[src/rtl/elru_pkg.sv]
// Types and constants for the emergency registry table.
// Holds the report and result beats, the scan accumulator and the cell write command.
// No dependencies.
package elru_pkg;

	localparam int ORIGIN_W = 32;
	localparam int CODE_W   = 8;
	localparam int STAMP_W  = 32;
	localparam int ACTION_W = 3;
	localparam int SLOT_W   = 3;
	localparam int IDX_W    = 6;

	localparam logic [CODE_W-1:0]  CODE_NONE   = 8'd0;
	localparam logic [CODE_W-1:0]  CODE_FINISH = 8'd255;
	localparam logic [STAMP_W-1:0] STAMP_MAX   = 32'hFFFF_FFFF;

	localparam logic [ACTION_W-1:0] ACT_IGNORED  = 3'd0;
	localparam logic [ACTION_W-1:0] ACT_UPDATED  = 3'd1;
	localparam logic [ACTION_W-1:0] ACT_INSERTED = 3'd2;
	localparam logic [ACTION_W-1:0] ACT_EVICTED  = 3'd3;
	localparam logic [ACTION_W-1:0] ACT_REMOVED  = 3'd4;
	localparam logic [ACTION_W-1:0] ACT_MISSED   = 3'd5;

	typedef struct packed {
		logic [ORIGIN_W-1:0] origin;
		logic [CODE_W-1:0]   code;
	} report_t;

	typedef struct packed {
		logic [ACTION_W-1:0] action;
		logic [SLOT_W-1:0]   slot;
		logic [ORIGIN_W-1:0] evicted_origin;
		logic [CODE_W-1:0]   hint_code;
		logic [ORIGIN_W-1:0] hint_origin;
	} result_t;

	typedef struct packed {
		logic                hit;
		logic [IDX_W-1:0]    hit_idx;
		logic                free;
		logic [IDX_W-1:0]    free_idx;
		logic [IDX_W-1:0]    old_idx;
		logic [STAMP_W-1:0]  min_stamp;
		logic [ORIGIN_W-1:0] old_origin;
	} scan_acc_t;

	typedef struct packed {
		logic                we;
		logic                clear;
		logic [IDX_W-1:0]    idx;
		logic [ORIGIN_W-1:0] origin;
		logic [CODE_W-1:0]   code;
		logic [STAMP_W-1:0]  stamp;
	} cell_wr_t;

endpackage

[src/rtl/elru_chan_if.sv]
// Valid/ready channel carrying one beat of a packed payload type.
// Depends on nothing; the payload type is given at instantiation.
interface elru_chan_if #(parameter type T = logic);
	logic valid;
	logic ready;
	T     data;

	modport source (output valid, output data, input ready);
	modport sink (input valid, input data, output ready);
endinterface

[src/rtl/emergency_registry_lru_table.sv]
// Emergency registry: fully associative table of emergency reports keyed by origin.
// Chain of elru_cell entries scanned one per cycle; depends on elru_pkg, elru_chan_if.
//
// Use:
//   req carries one report beat (origin, code); rsp carries one result beat
//   (action, slot, evicted_origin, hint_code, hint_origin) per report.
//   A report is taken when the block is idle; the scan then visits one cell per cycle,
//   and the commit state writes the chosen cell and loads the result register. The
//   result beat is presented from that register. A new report is taken only after
//   the commit of the last one, once the block is back in idle.
//   The result register lets the next report be taken and scanned while a result
//   waits; if rsp is still stalled at commit, the block holds in commit until the
//   result is taken.
//   Reset clears every entry, the stamp counter and the hint; no clearing pass is
//   needed, so a report can be taken as soon as reset is released.
module emergency_registry_lru_table import elru_pkg::*; #(
	parameter int TABLE_ENTRIES = 8
) (
	input logic                        clk,
	input logic                        arst_n,
	elru_chan_if.sink                  req,
	elru_chan_if.source                rsp
);

	localparam int CNT_W = $clog2(TABLE_ENTRIES);
	localparam logic [CNT_W-1:0] CNT_LAST = CNT_W'(TABLE_ENTRIES - 1);

	localparam logic [1:0] ST_IDLE   = 2'd0;
	localparam logic [1:0] ST_SCAN   = 2'd1;
	localparam logic [1:0] ST_COMMIT = 2'd2;

	logic [1:0]          state_q;
	logic [CNT_W-1:0]    cnt_q;
	report_t             rep_q;
	logic [STAMP_W-1:0]  stamp_q;
	logic [CODE_W-1:0]   last_code_q;
	logic [ORIGIN_W-1:0] last_origin_q;
	result_t             rsp_q;
	logic                rsp_valid_q;

	scan_acc_t           acc [TABLE_ENTRIES+1];
	logic [TABLE_ENTRIES-1:0] cell_en;
	cell_wr_t            wr;
	result_t             res;
	logic [STAMP_W-1:0]  stamp_next;
	logic                req_fire;
	logic                commit_fire;
	logic                bump;
	scan_acc_t           fin;

	assign req.ready   = (state_q == ST_IDLE);
	assign req_fire    = req.valid && req.ready;
	assign commit_fire = (state_q == ST_COMMIT) && (!rsp_valid_q || rsp.ready);
	assign stamp_next  = stamp_q + STAMP_W'(1);
	assign fin         = acc[TABLE_ENTRIES];

	always_comb begin
		acc[0]            = '0;
		acc[0].min_stamp  = STAMP_MAX;
	end

	genvar gi;
	generate
		for (gi = 0; gi < TABLE_ENTRIES; gi++) begin : g_cell
			assign cell_en[gi] = (state_q == ST_SCAN) && (cnt_q == CNT_W'(gi));
			elru_cell #(.CELL_IDX(gi)) u_cell (
				.clk    (clk),
				.arst_n (arst_n),
				.en     (cell_en[gi]),
				.key    (rep_q.origin),
				.acc_i  (acc[gi]),
				.acc_o  (acc[gi+1]),
				.wr     (wr)
			);
		end
	endgenerate

	always_comb begin
		wr        = '0;
		wr.origin = rep_q.origin;
		wr.code   = rep_q.code;
		wr.stamp  = stamp_next;
		res       = '0;
		bump      = 1'b0;
		if (last_code_q != CODE_NONE && last_origin_q != '0) begin
			res.hint_code   = last_code_q;
			res.hint_origin = last_origin_q;
		end
		if (rep_q.code == CODE_FINISH) begin
			if (fin.hit) begin
				wr.we      = commit_fire;
				wr.clear   = 1'b1;
				wr.idx     = fin.hit_idx;
				res.action = ACT_REMOVED;
				res.slot   = fin.hit_idx[SLOT_W-1:0];
			end else begin
				res.action = ACT_MISSED;
			end
		end else if (rep_q.code != CODE_NONE) begin
			wr.we = commit_fire;
			bump  = 1'b1;
			if (fin.hit) begin
				wr.idx     = fin.hit_idx;
				res.action = ACT_UPDATED;
			end else if (fin.free) begin
				wr.idx     = fin.free_idx;
				res.action = ACT_INSERTED;
			end else begin
				wr.idx             = fin.old_idx;
				res.action         = ACT_EVICTED;
				res.evicted_origin = fin.old_origin;
			end
			res.slot = wr.idx[SLOT_W-1:0];
		end else begin
			res.action = ACT_IGNORED;
		end
	end

	always_ff @(posedge clk or negedge arst_n) begin
		if (!arst_n) begin
			state_q       <= ST_IDLE;
			cnt_q         <= '0;
			stamp_q       <= '0;
			last_code_q   <= '0;
			last_origin_q <= '0;
			rsp_valid_q   <= 1'b0;
		end else begin
			case (state_q)
				ST_IDLE: begin
					if (req_fire) begin
						state_q <= ST_SCAN;
						cnt_q   <= '0;
					end
				end
				ST_SCAN: begin
					if (cnt_q == CNT_LAST) begin
						state_q <= ST_COMMIT;
					end else begin
						cnt_q <= cnt_q + CNT_W'(1);
					end
				end
				ST_COMMIT: begin
					if (commit_fire) begin
						state_q <= ST_IDLE;
					end
				end
				default: begin
					state_q <= ST_IDLE;
				end
			endcase
			if (commit_fire) begin
				rsp_valid_q <= 1'b1;
				if (bump) begin
					stamp_q <= stamp_next;
				end
				if (rep_q.code == CODE_FINISH || rep_q.code == CODE_NONE) begin
					last_code_q   <= '0;
					last_origin_q <= '0;
				end else begin
					last_code_q   <= rep_q.code;
					last_origin_q <= rep_q.origin;
				end
			end else if (rsp.ready) begin
				rsp_valid_q <= 1'b0;
			end
		end
	end

	always_ff @(posedge clk) begin
		if (req_fire) begin
			rep_q <= req.data;
		end
		if (commit_fire) begin
			rsp_q <= res;
		end
	end

	assign rsp.valid = rsp_valid_q;
	assign rsp.data  = rsp_q;

	a_scan_one_cell: assert property (@(posedge clk) disable iff (!arst_n)
		$onehot0(cell_en))
		else $error("more than one cell scanning");

	a_accept_starts_scan: assert property (@(posedge clk) disable iff (!arst_n)
		req_fire |=> (state_q == ST_SCAN && cnt_q == '0))
		else $error("accepted beat did not start the scan");

	a_commit_loads_result: assert property (@(posedge clk) disable iff (!arst_n)
		commit_fire |=> rsp_valid_q)
		else $error("commit did not load the result register");

	a_stamp_on_write: assert property (@(posedge clk) disable iff (!arst_n)
		(commit_fire && (res.action == ACT_UPDATED || res.action == ACT_INSERTED ||
		res.action == ACT_EVICTED)) |=> (stamp_q == $past(stamp_q) + STAMP_W'(1)))
		else $error("stamp did not advance on table write");

	a_stamp_hold: assert property (@(posedge clk) disable iff (!arst_n)
		!commit_fire |=> $stable(stamp_q))
		else $error("stamp moved outside commit");

endmodule

[src/rtl/elru_cell.sv]
// One table entry with its stage of the lookup/victim scan.
// Depends on elru_pkg.
module elru_cell import elru_pkg::*; #(
	parameter int CELL_IDX = 0
) (
	input  logic                clk,
	input  logic                arst_n,
	input  logic                en,
	input  logic [ORIGIN_W-1:0] key,
	input  scan_acc_t           acc_i,
	output scan_acc_t           acc_o,
	input  cell_wr_t            wr
);

	localparam logic [IDX_W-1:0] MY_IDX = IDX_W'(CELL_IDX);

	logic                valid_q;
	logic [ORIGIN_W-1:0] origin_q;
	logic [CODE_W-1:0]   code_q;
	logic [STAMP_W-1:0]  stamp_q;
	scan_acc_t           acc_d;
	scan_acc_t           acc_q;
	logic                older;

	always_comb begin
		acc_d = acc_i;
		older = valid_q && (stamp_q < acc_i.min_stamp);
		if (!acc_i.hit && valid_q && origin_q == key) begin
			acc_d.hit     = 1'b1;
			acc_d.hit_idx = MY_IDX;
		end
		if (!acc_i.free && !valid_q) begin
			acc_d.free     = 1'b1;
			acc_d.free_idx = MY_IDX;
		end
		if (older) begin
			acc_d.min_stamp = stamp_q;
			acc_d.old_idx   = MY_IDX;
		end
		if (older || CELL_IDX == 0) begin
			acc_d.old_origin = origin_q;
		end
	end

	always_ff @(posedge clk or negedge arst_n) begin
		if (!arst_n) begin
			valid_q  <= 1'b0;
			origin_q <= '0;
			code_q   <= '0;
			stamp_q  <= '0;
		end else if (wr.we && wr.idx == MY_IDX) begin
			if (wr.clear) begin
				valid_q <= 1'b0;
			end else begin
				valid_q  <= 1'b1;
				origin_q <= wr.origin;
				code_q   <= wr.code;
				stamp_q  <= wr.stamp;
			end
		end
	end

	always_ff @(posedge clk) begin
		if (en) begin
			acc_q <= acc_d;
		end
	end

	assign acc_o = acc_q;

endmodule
[src/flat_wrapper.sv]
// flat-port wrapper written by rule: the top's interface ports become plain ports
module emergency_registry_lru_table_flat import elru_pkg::*;
#(
	parameter int TABLE_ENTRIES = 8
)
  (clk, arst_n, req_valid, req_data, req_ready, rsp_valid, rsp_data, rsp_ready);
  elru_chan_if req_i ();
  elru_chan_if rsp_i ();
  input logic clk;
  input logic arst_n;
  input wire logic [$bits(req_i.valid)-1:0] req_valid;
  input wire logic [$bits(req_i.data)-1:0] req_data;
  output wire logic [$bits(req_i.ready)-1:0] req_ready;
  output wire logic [$bits(rsp_i.valid)-1:0] rsp_valid;
  output wire logic [$bits(rsp_i.data)-1:0] rsp_data;
  input wire logic [$bits(rsp_i.ready)-1:0] rsp_ready;
  assign req_i.valid = req_valid;
  assign req_i.data = req_data;
  assign req_ready = req_i.ready;
  assign rsp_valid = rsp_i.valid;
  assign rsp_data = rsp_i.data;
  assign rsp_i.ready = rsp_ready;
  emergency_registry_lru_table #(.TABLE_ENTRIES(TABLE_ENTRIES)) u_core (.clk(clk), .arst_n(arst_n), .req(req_i), .rsp(rsp_i));
endmodule
[config.mk]
export PLATFORM = sky130hd
export DESIGN_NAME = emergency_registry_lru_table_flat
export DESIGN_NICKNAME = d
export VERILOG_FILES = /design/src/rtl/elru_pkg.sv /design/src/rtl/elru_chan_if.sv /design/src/rtl/emergency_registry_lru_table.sv /design/src/rtl/elru_cell.sv /design/src/flat_wrapper.sv
export SDC_FILE = /design/constraint.sdc
export NUM_CORES = 1
export LEC_CHECK = 0
export ABC_AREA = 1
export ABC_CLOCK_PERIOD_IN_PS = 1450
export BUFFER_PORTS_ARGS = -buffer_cell sky130_fd_sc_hd__buf_2
export CAP_MARGIN = 10
export CORE_AREA = 2 2 39 41
export DETAILED_ROUTE_END_ITERATION = 7
export DIE_AREA = 0 0 41 43
export PLACE_DENSITY = 0.41
export SYNTH_ARGS = -nofsm -noshare
export SYNTH_HDL_FRONTEND = slang
export SYNTH_SLANG_ARGS = --single-unit
[constraint.sdc]
create_clock -name clk -period 1.45 [get_ports clk]
set_input_delay 0.0725 -clock clk [delete_from_list [all_inputs] [get_ports clk]]
set_output_delay 0.0725 -clock clk [all_outputs]
set_load 0.02 [all_outputs]
==> flow_summary.yaml <==
run:
  drv_cap: 0
min_path:
  worst_hold_path.num_cells: 2
  holdCritStartpoint: "rsp_ready"
  holdPathEnd: "u_core.rsp.valid"
  hp-class: "in2reg"
clock_network:
  cts_max_path_buffers: 2
  clk_pin_slew_ns: 0.05
  cts_buffers: 3
  clock_latency_ns: 0.25
  cts_tree: "yes"
  cts-root-buf: "clkbuf_4"
  clock_sinks: 6
  htree_levels: 1
  cts_setup_buffers: 0
floorplanning:
  core_area_um2: 1380
  initial_core_util: 0.228
  die_y_um: 43
  die_width_um: 41
  rows: 14
  die-area_um2: 1760
  io_pins: 8
place:
  dp.cells: 53
  placed_area_um2: 342
  gp_congestion: 0.664
  portBuffers: 5
worst_setup_path:
  critPathRequiredTime_ns: 1.59
  path_cells: "ha_1 > ha_1 > inv_1 > nand3_2 > nand3_1 > nand2_1"
  critPathKind: "reg2reg"
  r2r_start: "u_core.cnt_q[0]"
  slowest_stage: "dfrtp_1"
  r2r_end: "u_core.cnt_q[1]"
  crit_arrival_ns: 1.44
  critPathMaxFanout: 4
  r2r_slack_ns: 0.14
  worstSetupStartpointType: "flip-flop"
  endpoint_kind: "flip-flop"
  cp_slowest_stage_delay_ns: 0.39
  cp-startpoint: "u_core.cnt_q[0]"
  ff2ff_path_depth: 6
  cpMostUsedCell: "ha_1"
grt:
  antenna_found_initial: 0
  grt_pass1_vias: 244
  overflow: 0
  grt_pass1_wl_um: 917
  gr-usage-all-layers: 0.0868
  grt_start_max_net_pins: 9
pwr:
  p_leak_nw: 0.198
  switching_power_mw: 0.293
  seqPwrFrac: 0.413
  power.share.clock: 0.209
  swShare: 0.396
  power_frac_comb: 0.378
  p_int_mw: 0.446
  peakVddDrop_v: 0.000330
  power_density_nw_per_um2: 1970
drt:
  wl_um: 564
  vias: 255
  drt_pre_antenna_iters: 4
  vias_per_cell: 4.47
  drc: 0
  final_antenna_net_count: 0
  wire_per_inst_um: 9.89
  drt_iter0_markers: 2
sta:
  fmax_ghz: 0.766
  fin_crit_sh: 0.901
  setup_viol: 0
  period_needed_ns: 1.31
  slew_viol_final: 0
  hold_slack_ns: 0.0427
  skew_ns: 0.00603
  tns_ns: 0
  finalHoldViolCount: 0
  rsz0062_at_grt: "false"
final_layout:
  fin_cells: 57
  n_antenna_cell: 0
  drive_gt1_frac: 0.293
  layout.nets: 50
  fin_util: 0.270
  area_growth_pct: 18.7
  stdcell_area_um2: 374
synth:
  syn_area_um2: 315
  yosysSeqAreaShare: 0.476
  synth_top_area_share: 0.476
  synth_cell_types: 15
  synth_ff_type: "dfrtp_1"
  yosys-top-cells-count: "dfrtp_1, nand2_1, nand3_1"
  synthCells: 34
  synth_area_leaders: "dfrtp_1, ha_1, nand2_1"
  synth.avg_cell_area_um2: 9.27
  synth.largest_area_cell: "dfrtp_1"
  syn-num-nets: 41
  synth_edf_count: 0
  yosys_warnings: 0
  ys_ff_latch: 6
  async_flop_share: 1.00
run_status:
  status: "finished clean"
==> per-stage QoR <==
step	total power, mW	setup WS, ns
after global routing	0.812	0.0561
after CTS	0.751	0.139
final	0.739	0.144
after global placement	0.572	0.170
after detailed placement	0.590	0.142
after floorplan	0.538	0.267
==> power groups by stage <==
stage | combinational [mW] | clock, mW | sequential, mW
floorplan | 0.267 | 0 | 0.271
global placement | 0.272 | 0 | 0.301
detailed placement | 0.283 | 0 | 0.307
CTS | 0.286 | 0.161 | 0.304
global route | 0.326 | 0.173 | 0.313
finish | 0.279 | 0.155 | 0.305
==> critical path: cells and delay by family (launching register included) <==
family	cells	cell delay, ns
buffers and inverters	1	0.12
flip-flops	1	0.39
adder cells (fa/ha/maj)	2	0.43
AND/OR/NAND/NOR	3	0.25
==> worst max path at each step <==
stage                            endpoint  slack, ns
after floorplan           u_core.cnt_q[0]       0.27
after global placement    u_core.cnt_q[0]       0.17
after detailed placement  u_core.cnt_q[1]       0.14
after CTS                 u_core.cnt_q[0]       0.14
after global routing      u_core.cnt_q[1]       0.06
final                     u_core.cnt_q[1]       0.14
==> layer usage <==
layer  vias up  routed length (um)  track usage
met3         2                  42       0.0471
met2        10                 302        0.134
li1        125                   -            -
met5         -                   0            0
met4         0                  16       0.0800
met1       118                 203       0.0719
==> cells in the final DEF (no fill, tap or decap) <==
cell type / count
nor2_1: 2
o22ai_1: 1
dlygate4sd3_1: 1
nand4_1: 3
nand2_2: 1
buf_2: 5
inv_1: 3
conb_1: 1
nand3_1: 4
inv_2: 1
ha_1: 2
nor2_4: 1
dfrtp_1: 6
clkbuf_4: 3
nand2_1: 6
nand3_2: 1
==> what timing repair did <==
item,CTS,global route
hold buffers,1,0
hold endpoints to repair,6,0
resized for setup,0,0
==> cell families after synthesis <==
logic type               synth area share
AO/OA/AOI/OAI                      0.0199
adder cells (fa/ha/maj)            0.0794
buffers and inverters               0.107
flip-flops                          0.476
other                              0.0119
AND/OR/NAND/NOR                     0.306
==> sequential cells by signal, summed over array words and instances, names as in the netlist <==
name              count
u_core.state_q        2
u_core.rsp.valid      1
u_core.cnt_q          3
==> cell type report <==
class                   count  area [um2]
multi-input cells          22         131
repair buffers              6        35.0
well taps                  16        20.0
flip-flops and latches      6         150
inverters                   4        15.0
fillers                   154        1010
clock buffers               3        22.5
Note: power is estimated with default switching activity, not from simulation.
